`config.mk`:
```
export PLATFORM = sky130hd
export DESIGN_NAME = buddy_block_allocator_unit
export DESIGN_NICKNAME = d
export VERILOG_FILES = /design/src/bba_pkg.sv /design/src/bba_ram.sv /design/src/buddy_block_allocator_unit.sv
export SDC_FILE = /design/constraint.sdc
export NUM_CORES = 2
export LEC_CHECK = 0
export BUFFER_PORTS_ARGS = -buffer_cell sky130_fd_sc_hd__buf_2
export CAP_MARGIN = 20
export CORE_ASPECT_RATIO = 1.1
export CORE_MARGIN = 2
export CORE_UTILIZATION = 45
export DETAILED_ROUTE_END_ITERATION = 10
export HOLD_SLACK_MARGIN = 0.08
export PLACE_DENSITY_LB_ADDON = 0.25
export SYNTH_ARGS = -nofsm -noshare
export SYNTH_HDL_FRONTEND = slang
export SYNTH_SLANG_ARGS = --single-unit
export TNS_END_PERCENT = 20
```
`constraint.sdc`:
```
create_clock -name aclk -period 8.17 [get_ports aclk]
set_input_delay 0.817 -clock aclk [delete_from_list [all_inputs] [get_ports aclk]]
set_output_delay 0.817 -clock aclk [all_outputs]
set_load 0.005 [all_outputs]
```
`src/bba_pkg.sv`:
```
// Shared types and codes for the buddy block allocator.
// Holds the order width, the sequencer state type, node kind, status and operation codes.
// No dependencies.
package bba_pkg;

    // Width of a stored block order; orders never exceed fifteen.
    localparam int unsigned ORD_W = 4;

    localparam logic [1:0] KIND_NONE = 2'd0;
    localparam logic [1:0] KIND_FREE = 2'd1;
    localparam logic [1:0] KIND_USED = 2'd2;

    localparam logic [1:0] ST_DONE     = 2'd0;
    localparam logic [1:0] ST_NO_SPACE = 2'd1;
    localparam logic [1:0] ST_BAD_FREE = 2'd2;

    localparam logic OP_ALLOC = 1'b0;
    localparam logic OP_FREE  = 1'b1;

    typedef enum logic [17:0] {
        S_CLEAR  = 18'b000000000000000001,
        S_IDLE   = 18'b000000000000000010,
        S_FIT    = 18'b000000000000000100,
        S_SEARCH = 18'b000000000000001000,
        S_URD    = 18'b000000000000010000,
        S_UWRA   = 18'b000000000000100000,
        S_UWRB   = 18'b000000000001000000,
        S_SPLIT  = 18'b000000000010000000,
        S_PUSHA  = 18'b000000000100000000,
        S_PUSHB  = 18'b000000001000000000,
        S_MARK   = 18'b000000010000000000,
        S_FCHK   = 18'b000000100000000000,
        S_FRD    = 18'b000001000000000000,
        S_FKIND  = 18'b000010000000000000,
        S_MSTEP  = 18'b000100000000000000,
        S_MRD    = 18'b001000000000000000,
        S_MCHK   = 18'b010000000000000000,
        S_FINISH = 18'b100000000000000000
    } state_t;

endpackage

```
`src/bba_ram.sv`:
```
// Generic single-port-write, single-port-read RAM with registered read data.
// Used for every node store of the allocator. No dependencies.
module bba_ram #(
    parameter int unsigned WIDTH = 8,
    parameter int unsigned DEPTH = 128
) (
    input  logic                     aclk,
    input  logic                     we,
    input  logic [$clog2(DEPTH)-1:0] waddr,
    input  logic [WIDTH-1:0]         wdata,
    input  logic [$clog2(DEPTH)-1:0] raddr,
    output logic [WIDTH-1:0]         rdata
);

    logic [WIDTH-1:0] mem [DEPTH];
    logic [WIDTH-1:0] rdata_reg;

    // Write port and registered read port.
    always_ff @(posedge aclk) begin
        if (we) begin
            mem[waddr] <= wdata;
        end
        rdata_reg <= mem[raddr];
    end

    assign rdata = rdata_reg;

endmodule

```
`src/buddy_block_allocator_unit.sv`:
```
// Buddy block allocator: top level with sequencer, free-list heads and node stores.
// Depends on bba_pkg and bba_ram.
// After reset a clearing pass writes all 2^(NUM_LEVELS-1) entries of the node stores and
// no transaction is accepted during it. One request is handled at a time; the sequencer
// steps one order at a time while fitting, searching, splitting and merging. A free with a
// misaligned or out-of-range address, or of a block not in use, is rejected as a bad free.
// The input is ready again in the cycle the result appears, unless the last one waits.
module buddy_block_allocator_unit #(
    parameter int unsigned NUM_LEVELS     = 8,
    parameter int unsigned MIN_ORDER_LOG2 = 12
) (
    input  logic        aclk,
    input  logic        aresetn,
    input  logic        cfg_wr_en,
    input  logic [31:0] cfg_wr_data,
    input  logic        s_valid,
    output logic        s_ready,
    input  logic        s_operation,
    input  logic [19:0] s_request_size,
    input  logic [31:0] s_block_address,
    output logic        m_valid,
    input  logic        m_ready,
    output logic [1:0]  m_status,
    output logic [31:0] m_result_address,
    output logic [4:0]  m_block_log2
);

    localparam int unsigned OW       = bba_pkg::ORD_W;
    localparam int unsigned IW       = NUM_LEVELS - 1;
    localparam int unsigned LW       = NUM_LEVELS;
    localparam int unsigned LVW      = $clog2(NUM_LEVELS);
    localparam int unsigned NODES    = 1 << IW;
    localparam int unsigned TOP_LOG2 = MIN_ORDER_LOG2 + NUM_LEVELS - 1;
    localparam logic [OW-1:0] TOP    = OW'(NUM_LEVELS - 1);
    localparam logic [LW-1:0] NIL    = LW'(1) << IW;

    bba_pkg::state_t state_reg, state_next;

    logic [31:0]   heap_base_reg;
    logic [IW-1:0] clr_reg, clr_next;
    logic          op_reg, op_next;
    logic [19:0]   size_reg, size_next;
    logic [31:0]   addr_reg, addr_next;
    logic [OW-1:0] want_reg, want_next;
    logic [OW-1:0] ord_reg, ord_next;
    logic [IW-1:0] node_reg, node_next;
    logic [IW-1:0] ulk_reg, ulk_next;
    logic [IW-1:0] push_reg, push_next;
    logic [LW-1:0] hold_reg, hold_next;
    logic [1:0]    res_status_reg, res_status_next;
    logic [31:0]   res_addr_reg, res_addr_next;
    logic [4:0]    res_log2_reg, res_log2_next;
    logic [LW-1:0] head_reg [NUM_LEVELS];
    logic [LW-1:0] head_next [NUM_LEVELS];
    logic          m_valid_reg, m_valid_next;
    logic [1:0]    m_status_reg, m_status_next;
    logic [31:0]   m_addr_reg, m_addr_next;
    logic [4:0]    m_log2_reg, m_log2_next;

    // Node store ports.
    logic          kind_we, level_we, next_we, prev_we;
    logic [IW-1:0] kind_wa, level_wa, next_wa, prev_wa;
    logic [1:0]    kind_wd, kind_rd;
    logic [OW-1:0] level_wd, level_rd;
    logic [LW-1:0] next_wd, next_rd, prev_wd, prev_rd;
    logic [IW-1:0] raddr;

    // Shared order unit: size fit test, head lookup, buddy index and offset checks.
    logic [4:0]     fit_log2;
    logic           too_big;
    logic [LW-1:0]  head_sel;
    logic [OW-1:0]  ord_dec;
    logic [IW-1:0]  buddy;
    logic [31:0]    offset;
    logic           off_bad;
    logic [IW-1:0]  ulk_min;

    assign fit_log2 = 5'(MIN_ORDER_LOG2) + {1'b0, want_reg};
    assign too_big  = (fit_log2 < 5'd20) && ({1'b0, size_reg} > (21'd1 << fit_log2));
    assign head_sel = head_reg[ord_reg[LVW-1:0]];
    assign ord_dec  = (state_reg == bba_pkg::S_SPLIT) ? (ord_reg - OW'(1)) : ord_reg;
    assign buddy    = node_reg ^ (IW'(1) << ord_dec);
    assign offset   = addr_reg - heap_base_reg;
    assign off_bad  = (offset[MIN_ORDER_LOG2-1:0] != '0) || ((offset >> TOP_LOG2) != 32'd0);
    assign ulk_min  = (ulk_reg < node_reg) ? ulk_reg : node_reg;
    assign raddr    = (state_reg == bba_pkg::S_FRD) ? node_reg : ulk_reg;

    bba_ram #(.WIDTH(2), .DEPTH(NODES)) u_kind_ram (
        .aclk(aclk), .we(kind_we), .waddr(kind_wa), .wdata(kind_wd),
        .raddr(raddr), .rdata(kind_rd)
    );
    bba_ram #(.WIDTH(OW), .DEPTH(NODES)) u_level_ram (
        .aclk(aclk), .we(level_we), .waddr(level_wa), .wdata(level_wd),
        .raddr(raddr), .rdata(level_rd)
    );
    bba_ram #(.WIDTH(LW), .DEPTH(NODES)) u_next_ram (
        .aclk(aclk), .we(next_we), .waddr(next_wa), .wdata(next_wd),
        .raddr(raddr), .rdata(next_rd)
    );
    bba_ram #(.WIDTH(LW), .DEPTH(NODES)) u_prev_ram (
        .aclk(aclk), .we(prev_we), .waddr(prev_wa), .wdata(prev_wd),
        .raddr(raddr), .rdata(prev_rd)
    );

    // Sequencer: next state, working registers and node store writes.
    always_comb begin
        state_next      = state_reg;
        clr_next        = clr_reg;
        op_next         = op_reg;
        size_next       = size_reg;
        addr_next       = addr_reg;
        want_next       = want_reg;
        ord_next        = ord_reg;
        node_next       = node_reg;
        ulk_next        = ulk_reg;
        push_next       = push_reg;
        hold_next       = hold_reg;
        res_status_next = res_status_reg;
        res_addr_next   = res_addr_reg;
        res_log2_next   = res_log2_reg;
        head_next       = head_reg;
        m_valid_next    = m_valid_reg & ~m_ready;
        m_status_next   = m_status_reg;
        m_addr_next     = m_addr_reg;
        m_log2_next     = m_log2_reg;
        kind_we  = 1'b0; kind_wa  = ulk_reg; kind_wd  = bba_pkg::KIND_NONE;
        level_we = 1'b0; level_wa = ulk_reg; level_wd = ord_reg;
        next_we  = 1'b0; next_wa  = ulk_reg; next_wd  = NIL;
        prev_we  = 1'b0; prev_wa  = ulk_reg; prev_wd  = NIL;

        case (state_reg)
            bba_pkg::S_CLEAR: begin
                kind_we  = 1'b1; kind_wa  = clr_reg;
                level_we = 1'b1; level_wa = clr_reg;
                next_we  = 1'b1; next_wa  = clr_reg;
                prev_we  = 1'b1; prev_wa  = clr_reg;
                kind_wd  = (clr_reg == '0) ? bba_pkg::KIND_FREE : bba_pkg::KIND_NONE;
                level_wd = (clr_reg == '0) ? TOP : '0;
                clr_next = clr_reg + IW'(1);
                if (clr_reg == IW'(NODES - 1)) begin
                    state_next = bba_pkg::S_IDLE;
                end
            end
            bba_pkg::S_IDLE: begin
                if (s_valid) begin
                    op_next   = s_operation;
                    size_next = s_request_size;
                    addr_next = s_block_address;
                    want_next = '0;
                    state_next = (s_operation == bba_pkg::OP_ALLOC) ?
                                 bba_pkg::S_FIT : bba_pkg::S_FCHK;
                end
            end
            // Find the smallest order that holds the request.
            bba_pkg::S_FIT: begin
                if (want_reg < TOP && too_big) begin
                    want_next = want_reg + OW'(1);
                end else if (too_big) begin
                    res_status_next = bba_pkg::ST_NO_SPACE;
                    res_addr_next   = '0;
                    res_log2_next   = '0;
                    state_next      = bba_pkg::S_FINISH;
                end else begin
                    ord_next   = want_reg;
                    state_next = bba_pkg::S_SEARCH;
                end
            end
            // Walk up to the first non-empty free list.
            bba_pkg::S_SEARCH: begin
                if (ord_reg < TOP && head_sel[IW]) begin
                    ord_next = ord_reg + OW'(1);
                end else if (head_sel[IW]) begin
                    res_status_next = bba_pkg::ST_NO_SPACE;
                    res_addr_next   = '0;
                    res_log2_next   = '0;
                    state_next      = bba_pkg::S_FINISH;
                end else begin
                    node_next  = head_sel[IW-1:0];
                    ulk_next   = head_sel[IW-1:0];
                    state_next = bba_pkg::S_URD;
                end
            end
            bba_pkg::S_URD: begin
                state_next = bba_pkg::S_UWRA;
            end
            // Unlink: repair the neighbours of the node being removed.
            bba_pkg::S_UWRA: begin
                if (!prev_rd[IW]) begin
                    next_we = 1'b1;
                    next_wa = prev_rd[IW-1:0];
                    next_wd = next_rd;
                end else begin
                    head_next[ord_reg[LVW-1:0]] = next_rd;
                end
                if (!next_rd[IW]) begin
                    prev_we = 1'b1;
                    prev_wa = next_rd[IW-1:0];
                    prev_wd = prev_rd;
                end
                state_next = bba_pkg::S_UWRB;
            end
            // Unlink: clear the removed node's links; a merge also moves up one order.
            bba_pkg::S_UWRB: begin
                next_we = 1'b1;
                prev_we = 1'b1;
                if (op_reg == bba_pkg::OP_FREE) begin
                    kind_we    = 1'b1;
                    node_next  = ulk_min;
                    ord_next   = ord_reg + OW'(1);
                    state_next = bba_pkg::S_MSTEP;
                end else begin
                    state_next = bba_pkg::S_SPLIT;
                end
            end
            // Split downward, pushing each upper buddy on its list.
            bba_pkg::S_SPLIT: begin
                if (ord_reg > want_reg) begin
                    ord_next   = ord_dec;
                    push_next  = buddy;
                    state_next = bba_pkg::S_PUSHA;
                end else begin
                    state_next = bba_pkg::S_MARK;
                end
            end
            bba_pkg::S_PUSHA: begin
                kind_we  = 1'b1; kind_wa  = push_reg; kind_wd = bba_pkg::KIND_FREE;
                level_we = 1'b1; level_wa = push_reg;
                next_we  = 1'b1; next_wa  = push_reg; next_wd = head_sel;
                prev_we  = 1'b1; prev_wa  = push_reg;
                hold_next = head_sel;
                head_next[ord_reg[LVW-1:0]] = {1'b0, push_reg};
                state_next = bba_pkg::S_PUSHB;
            end
            bba_pkg::S_PUSHB: begin
                if (!hold_reg[IW]) begin
                    prev_we = 1'b1;
                    prev_wa = hold_reg[IW-1:0];
                    prev_wd = {1'b0, push_reg};
                end
                if (op_reg == bba_pkg::OP_FREE) begin
                    res_status_next = bba_pkg::ST_DONE;
                    res_addr_next   = heap_base_reg + (32'(push_reg) << MIN_ORDER_LOG2);
                    res_log2_next   = 5'(MIN_ORDER_LOG2) + {1'b0, ord_reg};
                    state_next      = bba_pkg::S_FINISH;
                end else begin
                    state_next = bba_pkg::S_SPLIT;
                end
            end
            bba_pkg::S_MARK: begin
                kind_we  = 1'b1; kind_wa  = node_reg; kind_wd  = bba_pkg::KIND_USED;
                level_we = 1'b1; level_wa = node_reg; level_wd = want_reg;
                res_status_next = bba_pkg::ST_DONE;
                res_addr_next   = heap_base_reg + (32'(node_reg) << MIN_ORDER_LOG2);
                res_log2_next   = 5'(MIN_ORDER_LOG2) + {1'b0, want_reg};
                state_next      = bba_pkg::S_FINISH;
            end
            // Free: range and alignment check of the offset.
            bba_pkg::S_FCHK: begin
                if (off_bad) begin
                    res_status_next = bba_pkg::ST_BAD_FREE;
                    res_addr_next   = '0;
                    res_log2_next   = '0;
                    state_next      = bba_pkg::S_FINISH;
                end else begin
                    node_next  = offset[TOP_LOG2-1:MIN_ORDER_LOG2];
                    state_next = bba_pkg::S_FRD;
                end
            end
            bba_pkg::S_FRD: begin
                state_next = bba_pkg::S_FKIND;
            end
            bba_pkg::S_FKIND: begin
                if (kind_rd != bba_pkg::KIND_USED) begin
                    res_status_next = bba_pkg::ST_BAD_FREE;
                    res_addr_next   = '0;
                    res_log2_next   = '0;
                    state_next      = bba_pkg::S_FINISH;
                end else begin
                    kind_we    = 1'b1;
                    kind_wa    = node_reg;
                    ord_next   = (level_rd > TOP) ? TOP : level_rd;
                    state_next = bba_pkg::S_MSTEP;
                end
            end
            // Merge loop: look at the buddy of equal order.
            bba_pkg::S_MSTEP: begin
                if (ord_reg < TOP) begin
                    ulk_next   = buddy;
                    state_next = bba_pkg::S_MRD;
                end else begin
                    push_next  = node_reg;
                    state_next = bba_pkg::S_PUSHA;
                end
            end
            bba_pkg::S_MRD: begin
                state_next = bba_pkg::S_MCHK;
            end
            bba_pkg::S_MCHK: begin
                if (kind_rd != bba_pkg::KIND_FREE || level_rd != ord_reg) begin
                    push_next  = node_reg;
                    state_next = bba_pkg::S_PUSHA;
                end else begin
                    state_next = bba_pkg::S_UWRA;
                end
            end
            // Hand the result to the output register once it is free.
            bba_pkg::S_FINISH: begin
                if (!m_valid_reg || m_ready) begin
                    m_valid_next  = 1'b1;
                    m_status_next = res_status_reg;
                    m_addr_next   = res_addr_reg;
                    m_log2_next   = res_log2_reg;
                    state_next    = bba_pkg::S_IDLE;
                end
            end
            default: begin
                state_next = bba_pkg::S_IDLE;
            end
        endcase
    end

    // Control registers with reset, payload registers without.
    always_ff @(posedge aclk) begin
        if (!aresetn) begin
            state_reg     <= bba_pkg::S_CLEAR;
            clr_reg       <= '0;
            heap_base_reg <= '0;
            m_valid_reg   <= 1'b0;
            for (int i = 0; i < NUM_LEVELS; i++) begin
                head_reg[i] <= (i == NUM_LEVELS - 1) ? '0 : NIL;
            end
        end else begin
            state_reg   <= state_next;
            clr_reg     <= clr_next;
            m_valid_reg <= m_valid_next;
            head_reg    <= head_next;
            if (cfg_wr_en) begin
                heap_base_reg <= cfg_wr_data;
            end
        end
    end

    always_ff @(posedge aclk) begin
        op_reg         <= op_next;
        size_reg       <= size_next;
        addr_reg       <= addr_next;
        want_reg       <= want_next;
        ord_reg        <= ord_next;
        node_reg       <= node_next;
        ulk_reg        <= ulk_next;
        push_reg       <= push_next;
        hold_reg       <= hold_next;
        res_status_reg <= res_status_next;
        res_addr_reg   <= res_addr_next;
        res_log2_reg   <= res_log2_next;
        m_status_reg   <= m_status_next;
        m_addr_reg     <= m_addr_next;
        m_log2_reg     <= m_log2_next;
    end

    assign s_ready          = (state_reg == bba_pkg::S_IDLE);
    assign m_valid          = m_valid_reg;
    assign m_status         = m_status_reg;
    assign m_result_address = m_addr_reg;
    assign m_block_log2     = m_log2_reg;

endmodule
```
# == Yosys cells after proc, flatten, opt, wreduce, memory -nomap -nowiden ==
# Memories as Yosys holds them, arrays and structs flattened. A register that Yosys moved wholly into a read port is not among the register bits.
# Cells that the tools add are included.
# op_classes
reduce_logical,30
bitwise_logic,4
n_eq_ne,45
shifts,2
muxes,110
order_cmp,9
n_addsub,9
# ops
operator,n
18-bit case mux with 18 select lines,1
32-bit two-way mux,7
32-bit case mux with 6 select lines,1
18-bit two-way mux,10
64-bit bitwise mux,2
64-bit case mux with 2 select lines,1
7-bit two-way mux,14
7-bit case mux with 3 select lines,4
32-bit by 19-bit adder with 32-bit output,2
64-bit two-way mux,1
7-bit case mux with 4 select lines,2
8-bit two-way mux,6
2-bit inequality test (second input constant),22
4-bit two-way mux,10
5-bit two-way mux,7
8-bit case mux with 2 select lines,2
32-bit nonzero test,1
32-bit subtractor,1
5-bit case mux with 6 select lines,1
8-bit binary-select mux with 3-bit select,1
8-bit demux with 3-bit select,1
20-bit by 21-bit greater-than comparator with 1-bit output,1
1-bit by 5-bit left shift with 21-bit output (first input constant),1
4-bit case mux with 5 select lines,1
other kinds (68),109
# word_totals
elab_cells,240
input_bits,90
ff_bits,290
ramBits,2816
mem_count,4
# memory_table
memory,words,width,read_ports,rd_clocked_by_memory_dff,wr,line,source
u_next_ram.mem,128,8,1,1,1,bba_ram.sv:15,logic [WIDTH-1:0] mem [DEPTH];
u_prev_ram.mem,128,8,1,1,1,bba_ram.sv:15,
u_level_ram.mem,128,4,1,1,1,bba_ram.sv:15,
u_kind_ram.mem,128,2,1,1,1,bba_ram.sv:15,

# == Depth between registers and ports, before layout ==
# logic_depth
word_depth,8
mapped_depth,21

# == By module ==
# A second synthesis with hierarchy kept.
# unflattened
hier_cells,6411
hier_area_um2,126045.9
# by_module_without_submodules
mod,seq_area_each_um2,n_inst,area_per_inst_um2,cells_each
bba_ram (u_next_ram ...),30909.6,2,39665.5,1635
bba_ram (u_level_ram),15454.8,1,20193.1,908
buddy_block_allocator_unit,7487.2,1,15909.0,1622
bba_ram (u_kind_ram),7727.4,1,10612.7,611

# == Worst setup path after synthesis ==
# No wires, ideal clock.
# synth_path
path_kind,register to register
from,register state_reg[2]
to,"memory u_next_ram.mem[0][4], data pin"
synth_period_minus_slack_ns,8.117
t_required_ns,6.972
n_path_buf,2
stages_incl_launch_ff,7
arrival_time_ns,6.919
path_slack_ns,0.053
path_cell_list,dfxtp_1 -> nor4_2 -> nand3_1 -> or3_1 -> clkbuf_1 -> clkbuf_1 -> o21ai_0
# synth_between
elab_chain_cells,2
elab_cells_between_ends,3
# synth_lines
item,line,source
start: declaration,buddy_block_allocator_unit.sv:37,"bba_pkg::state_t state_reg, state_next;"
start signal: assignment,buddy_block_allocator_unit.sv:325,state_reg <= bba_pkg::S_CLEAR;
start signal: assignment,buddy_block_allocator_unit.sv:333,state_reg <= state_next;
18-bit by 9-bit equality test with 1-bit output or 18-bit by 6-bit equality test with 1-bit output (tied branches),buddy_block_allocator_unit.sv:131,case (state_reg)
8-bit case mux with 2 select lines (*),buddy_block_allocator_unit.sv:131,
net next_wd[4],buddy_block_allocator_unit.sv:65,"logic [LW-1:0] next_wd, next_rd, prev_wd, prev_rd;"
end: declaration,bba_ram.sv:15,
# Mark *: on every way through the listed nets, which the timed path passes. The rest lies on a longest branch.

# == Final worst setup path ==
# layout_path
from,register state_reg[12]
to,memory u_next_ram.mem[29][1] (enable)
# layout_between
elab_chain_cells,5
elab_cells_between_ends,9
# layout_lines
item,line,source
18-bit by 7-bit equality test with 1-bit output (tied with other cells),buddy_block_allocator_unit.sv:131,
3-bit OR reduction (no line),--,
1-bit case mux with 2 select lines,buddy_block_allocator_unit.sv:131,
1-bit two-way mux,bba_ram.sv:20,if (we) begin
1-bit two-way mux (implied by the code),bba_ram.sv:21,mem[waddr] <= wdata;
# Several ways; a longest one is shown, not always the timed one.

==> summary.txt <==
Outcome
  – Status: finished, final reports clean

Pwr
  – Maximum VDD drop: 0.000387 V
  – Pleak: 45.8 nW
  – Pwr Total: 36.7 mW
  – Power per cell area: 255 nW/um^2

Layout
  – Fin nets: 9611
  – Most common cell after layout, fill and taps aside: edfxtp_1
  – Top Registers: u_next_ram.mem: 1024 flops, u_prev_ram.mem: 1024 flops, u_level_ram.mem: 512 flops
  – Area grow syn2layout: 12.1%
  – Most frequent cells in the layout: 2984 x edfxtp_1, 1968 x nand2_1, 734 x nor2_1
  – Layout cells sized above 1: 11.0%

Floorplanning
  – Top Ports: ~130
  – Total Die Area: around 290000 um^2
  – Die H: 564 um
  – Core Region: 283000 um^2
  – Chip width: 513 um
  – Starting Density: 45.2%
  – Site Rows: about 210

Critical path
  – Critical path data arrival time: 6.27 ns
  – Worst Setup Path Type: reg -> reg
  – Worst EP required: 8.70 ns
  – Crit Path Max Fanout: 15
  – Critical path's slowest cell: nor2_1
  – CP endpoint kind: register
  – Crit-path leading delay family: simple AND/OR/NAND/NOR gates
  – Critical-path cell list: nor4_2 > nand3_1 > nor2_1 > nand4b_1 > nor2_1 > a221oi_1 > nor2_1 > nand2_1 > nor2_1
  – Worst Setup Start Kind: register
  – Crit-path most repeated cell: nor2_1
  – Crit-path max cell delay: 0.93 ns
  – CP Buf/Inv Count: 0

Global route
  – Vias in the first global route: 79794
  – Gr usage total: about a quarter
  – First-pass GRT wire length: around 560000 um
  – Grt ovf: 0
  – Initial antenna violation count: 15
  – Largest net degree at the start of global routing: 161

Logic synthesis
  – #FFs+latches synth: 3128
  – Post-synth top flop: edfxtp_1
  – Seq/Total Area, Yosys: 72.2%
  – Mapped cell area: 128000 um^2
  – Area contributors post-synth: edfxtp_1 70%, nand2_1 5.8%, mux4_2 3.5%
  – Synthesized area per cell: approximately 14 um^2
  – Ys Warns: 0
  – Share of flip-flops with an asynchronous set or reset: 0%
  – Cell taking the most area after synthesis: edfxtp_1
  – Mapped Cells: 9313
  – Synth cell types: 90
  – Syn nets: 9489
  – Area share of the largest cell type after synthesis: 70.0%
  – EDFF count, synth: 2984

Timing
  – Final Critical Period: 5.74 ns
  – Setup TNS: 0 ns
  – Final Skew: 0.0697 ns
  – Worst Setup Slack, final: 2.43 ns
  – Max-slew violations: 0
  – Setup violations, final: 0
  – Fmax: 174 MHz
  – Final worst path period share: 70.3%
  – Slew HR: 18.9%
  – RSZ-0062 raised after global routing: no
  – Tightest Pin Transition: 1.22 ns
  – Final Hold Viols: 0

Placement
  – Post-Place Setup Slack: 2.59 ns
  – HPWL after DPL: 241000 um
  – RePlAce Congestion: 0.964
  – Number of buffers added on ports: 130

CTS
  – Max clock buf depth: 4
  – Clock Latency Late Sink: roughly 0.91 ns
  – Htree depth: 5
  – CTS tree: built
  – Post-CTS Setup Bufs: 0
  – Clock sinks: ~3100
  – Clock Pin Slew Worst Setup and Hold Paths: 0.07 ns
  – TritonCTS Buffers: 317
  – Root Buffer: clkbuf_16

Detailed routing
  – Drt pass-1 iters: 9
  – Post-DR vias/cell: a little over 6
  – Drt drc: 0
  – Avg WL per Cell: a little under 30 um
  – Post-route ant nets: 0
  – Final WL: between 300000 and 400000 um
  – Via Count: roughly 80000
  – Initial drt markers: 10833

Min path
  – Worst hold path type: in -> reg

Run
  – Max-Cap Viols: 0
## synthesized netlist by cell type (113+ instances only)
cell type / number
mux2i_1: 261
mux4_2: 200
nand2_1: 1978
dfxtp_1: 144
nand3_1: 512
a21oi_1: 388
a31oi_1: 132
o21ai_0: 113
nor2_1: 747
buf_2: 234
clkbuf_1: 191
edfxtp_1: 2984
## report_power, final
| part | internal (mW) | switching, mW | total, mW |
|---|---|---|---|
| combinational | 0.569 | 2.91 | 3.48 |
| clock | 8.19 | 6.16 | 14.3 |
| sequential | 18.7 | 0.130 | 18.9 |
| total | 27.5 | 9.20 | 36.7 |
## cells by family (layout without fill, tap and decap cells)
family,Yosys count,after routing,synth area share [%]
compound gates,1265,1265,6.61
xor+xnor,65,65,0.444
fa+ha+maj,86,86,0.846
simple gates,3684,3684,12.2
mux,465,465,5.59
buf+inv,620,991,2.11
other cells,0,9,0
flops,3128,3128,72.2
## through the flow
step                hold slack [ns]  cells  util [%]  cell area (um^2)
finish                        0.130  13419      50.7            144000
global route                  0.107  13411      50.7            144000
CTS                          0.0803  13405      50.6            144000
detailed placement            0.405  12816      47.0            133000
global placement              0.401  12807      47.0            133000
floorplan                     0.400   9313         -            128000
## final timing paths
kind | start | endpoint | slack [ns] | cells after the start
setup reg to reg | state_reg[12]$_SDFFE_PN0P_ | u_next_ram.mem[29][1]$_DFFE_PP_ | 2.43 | 9
setup / recovery | state_reg[12]$_SDFFE_PN0P_ | u_next_ram.mem[29][1]$_DFFE_PP_ | 2.43 | 9
hold / removal | s_block_address[10] | addr_reg[10]$_DFFE_PP_ | 0.13 | 1
hold reg to reg | res_addr_reg[11]$_SDFFCE_PN0P_ | m_result_address[11]$_DFFE_PP_ | 0.38 | 0
## area by class of cell
class / instances / area [um^2]
fillers: 23587 / 140000
flip-flops and latches: 3128 / 92500
multi-input cells: 5565 / 33400
clock buffers: 391 / 8350
well taps: 3726 / 4660
repair buffers: 337 / 2580
clock inverters: 177 / 1740
inverters: 86 / 324
diodes: 9 / 22.5
## worst reg2reg max path: stages, from the launching register on
cell	delay (ns)
dfxtp_1	0.39
nor4_2	0.50
nand3_1	0.34
nor2_1	0.22
nand4b_1	0.31
nor2_1	0.92
a221oi_1	0.36
nor2_1	0.93
nand2_1	0.56
nor2_1	0.81
## routing by layer
layer  global-route usage (%)  vias up  wire, um
met5                        0        -        47
met4                     12.5        6     20400
met3                     4.90      884     39100
met2                     42.1     4743    182000
met1                     35.3    41457    150000
li1                         -    35234         -
## repair_timing
item | in CTS | in global routing
hold buffers | 21 | 0
hold endpoints to repair | 21 | 0
gates resized for setup | 0 | 0
Power figures use the tool's default switching activity.
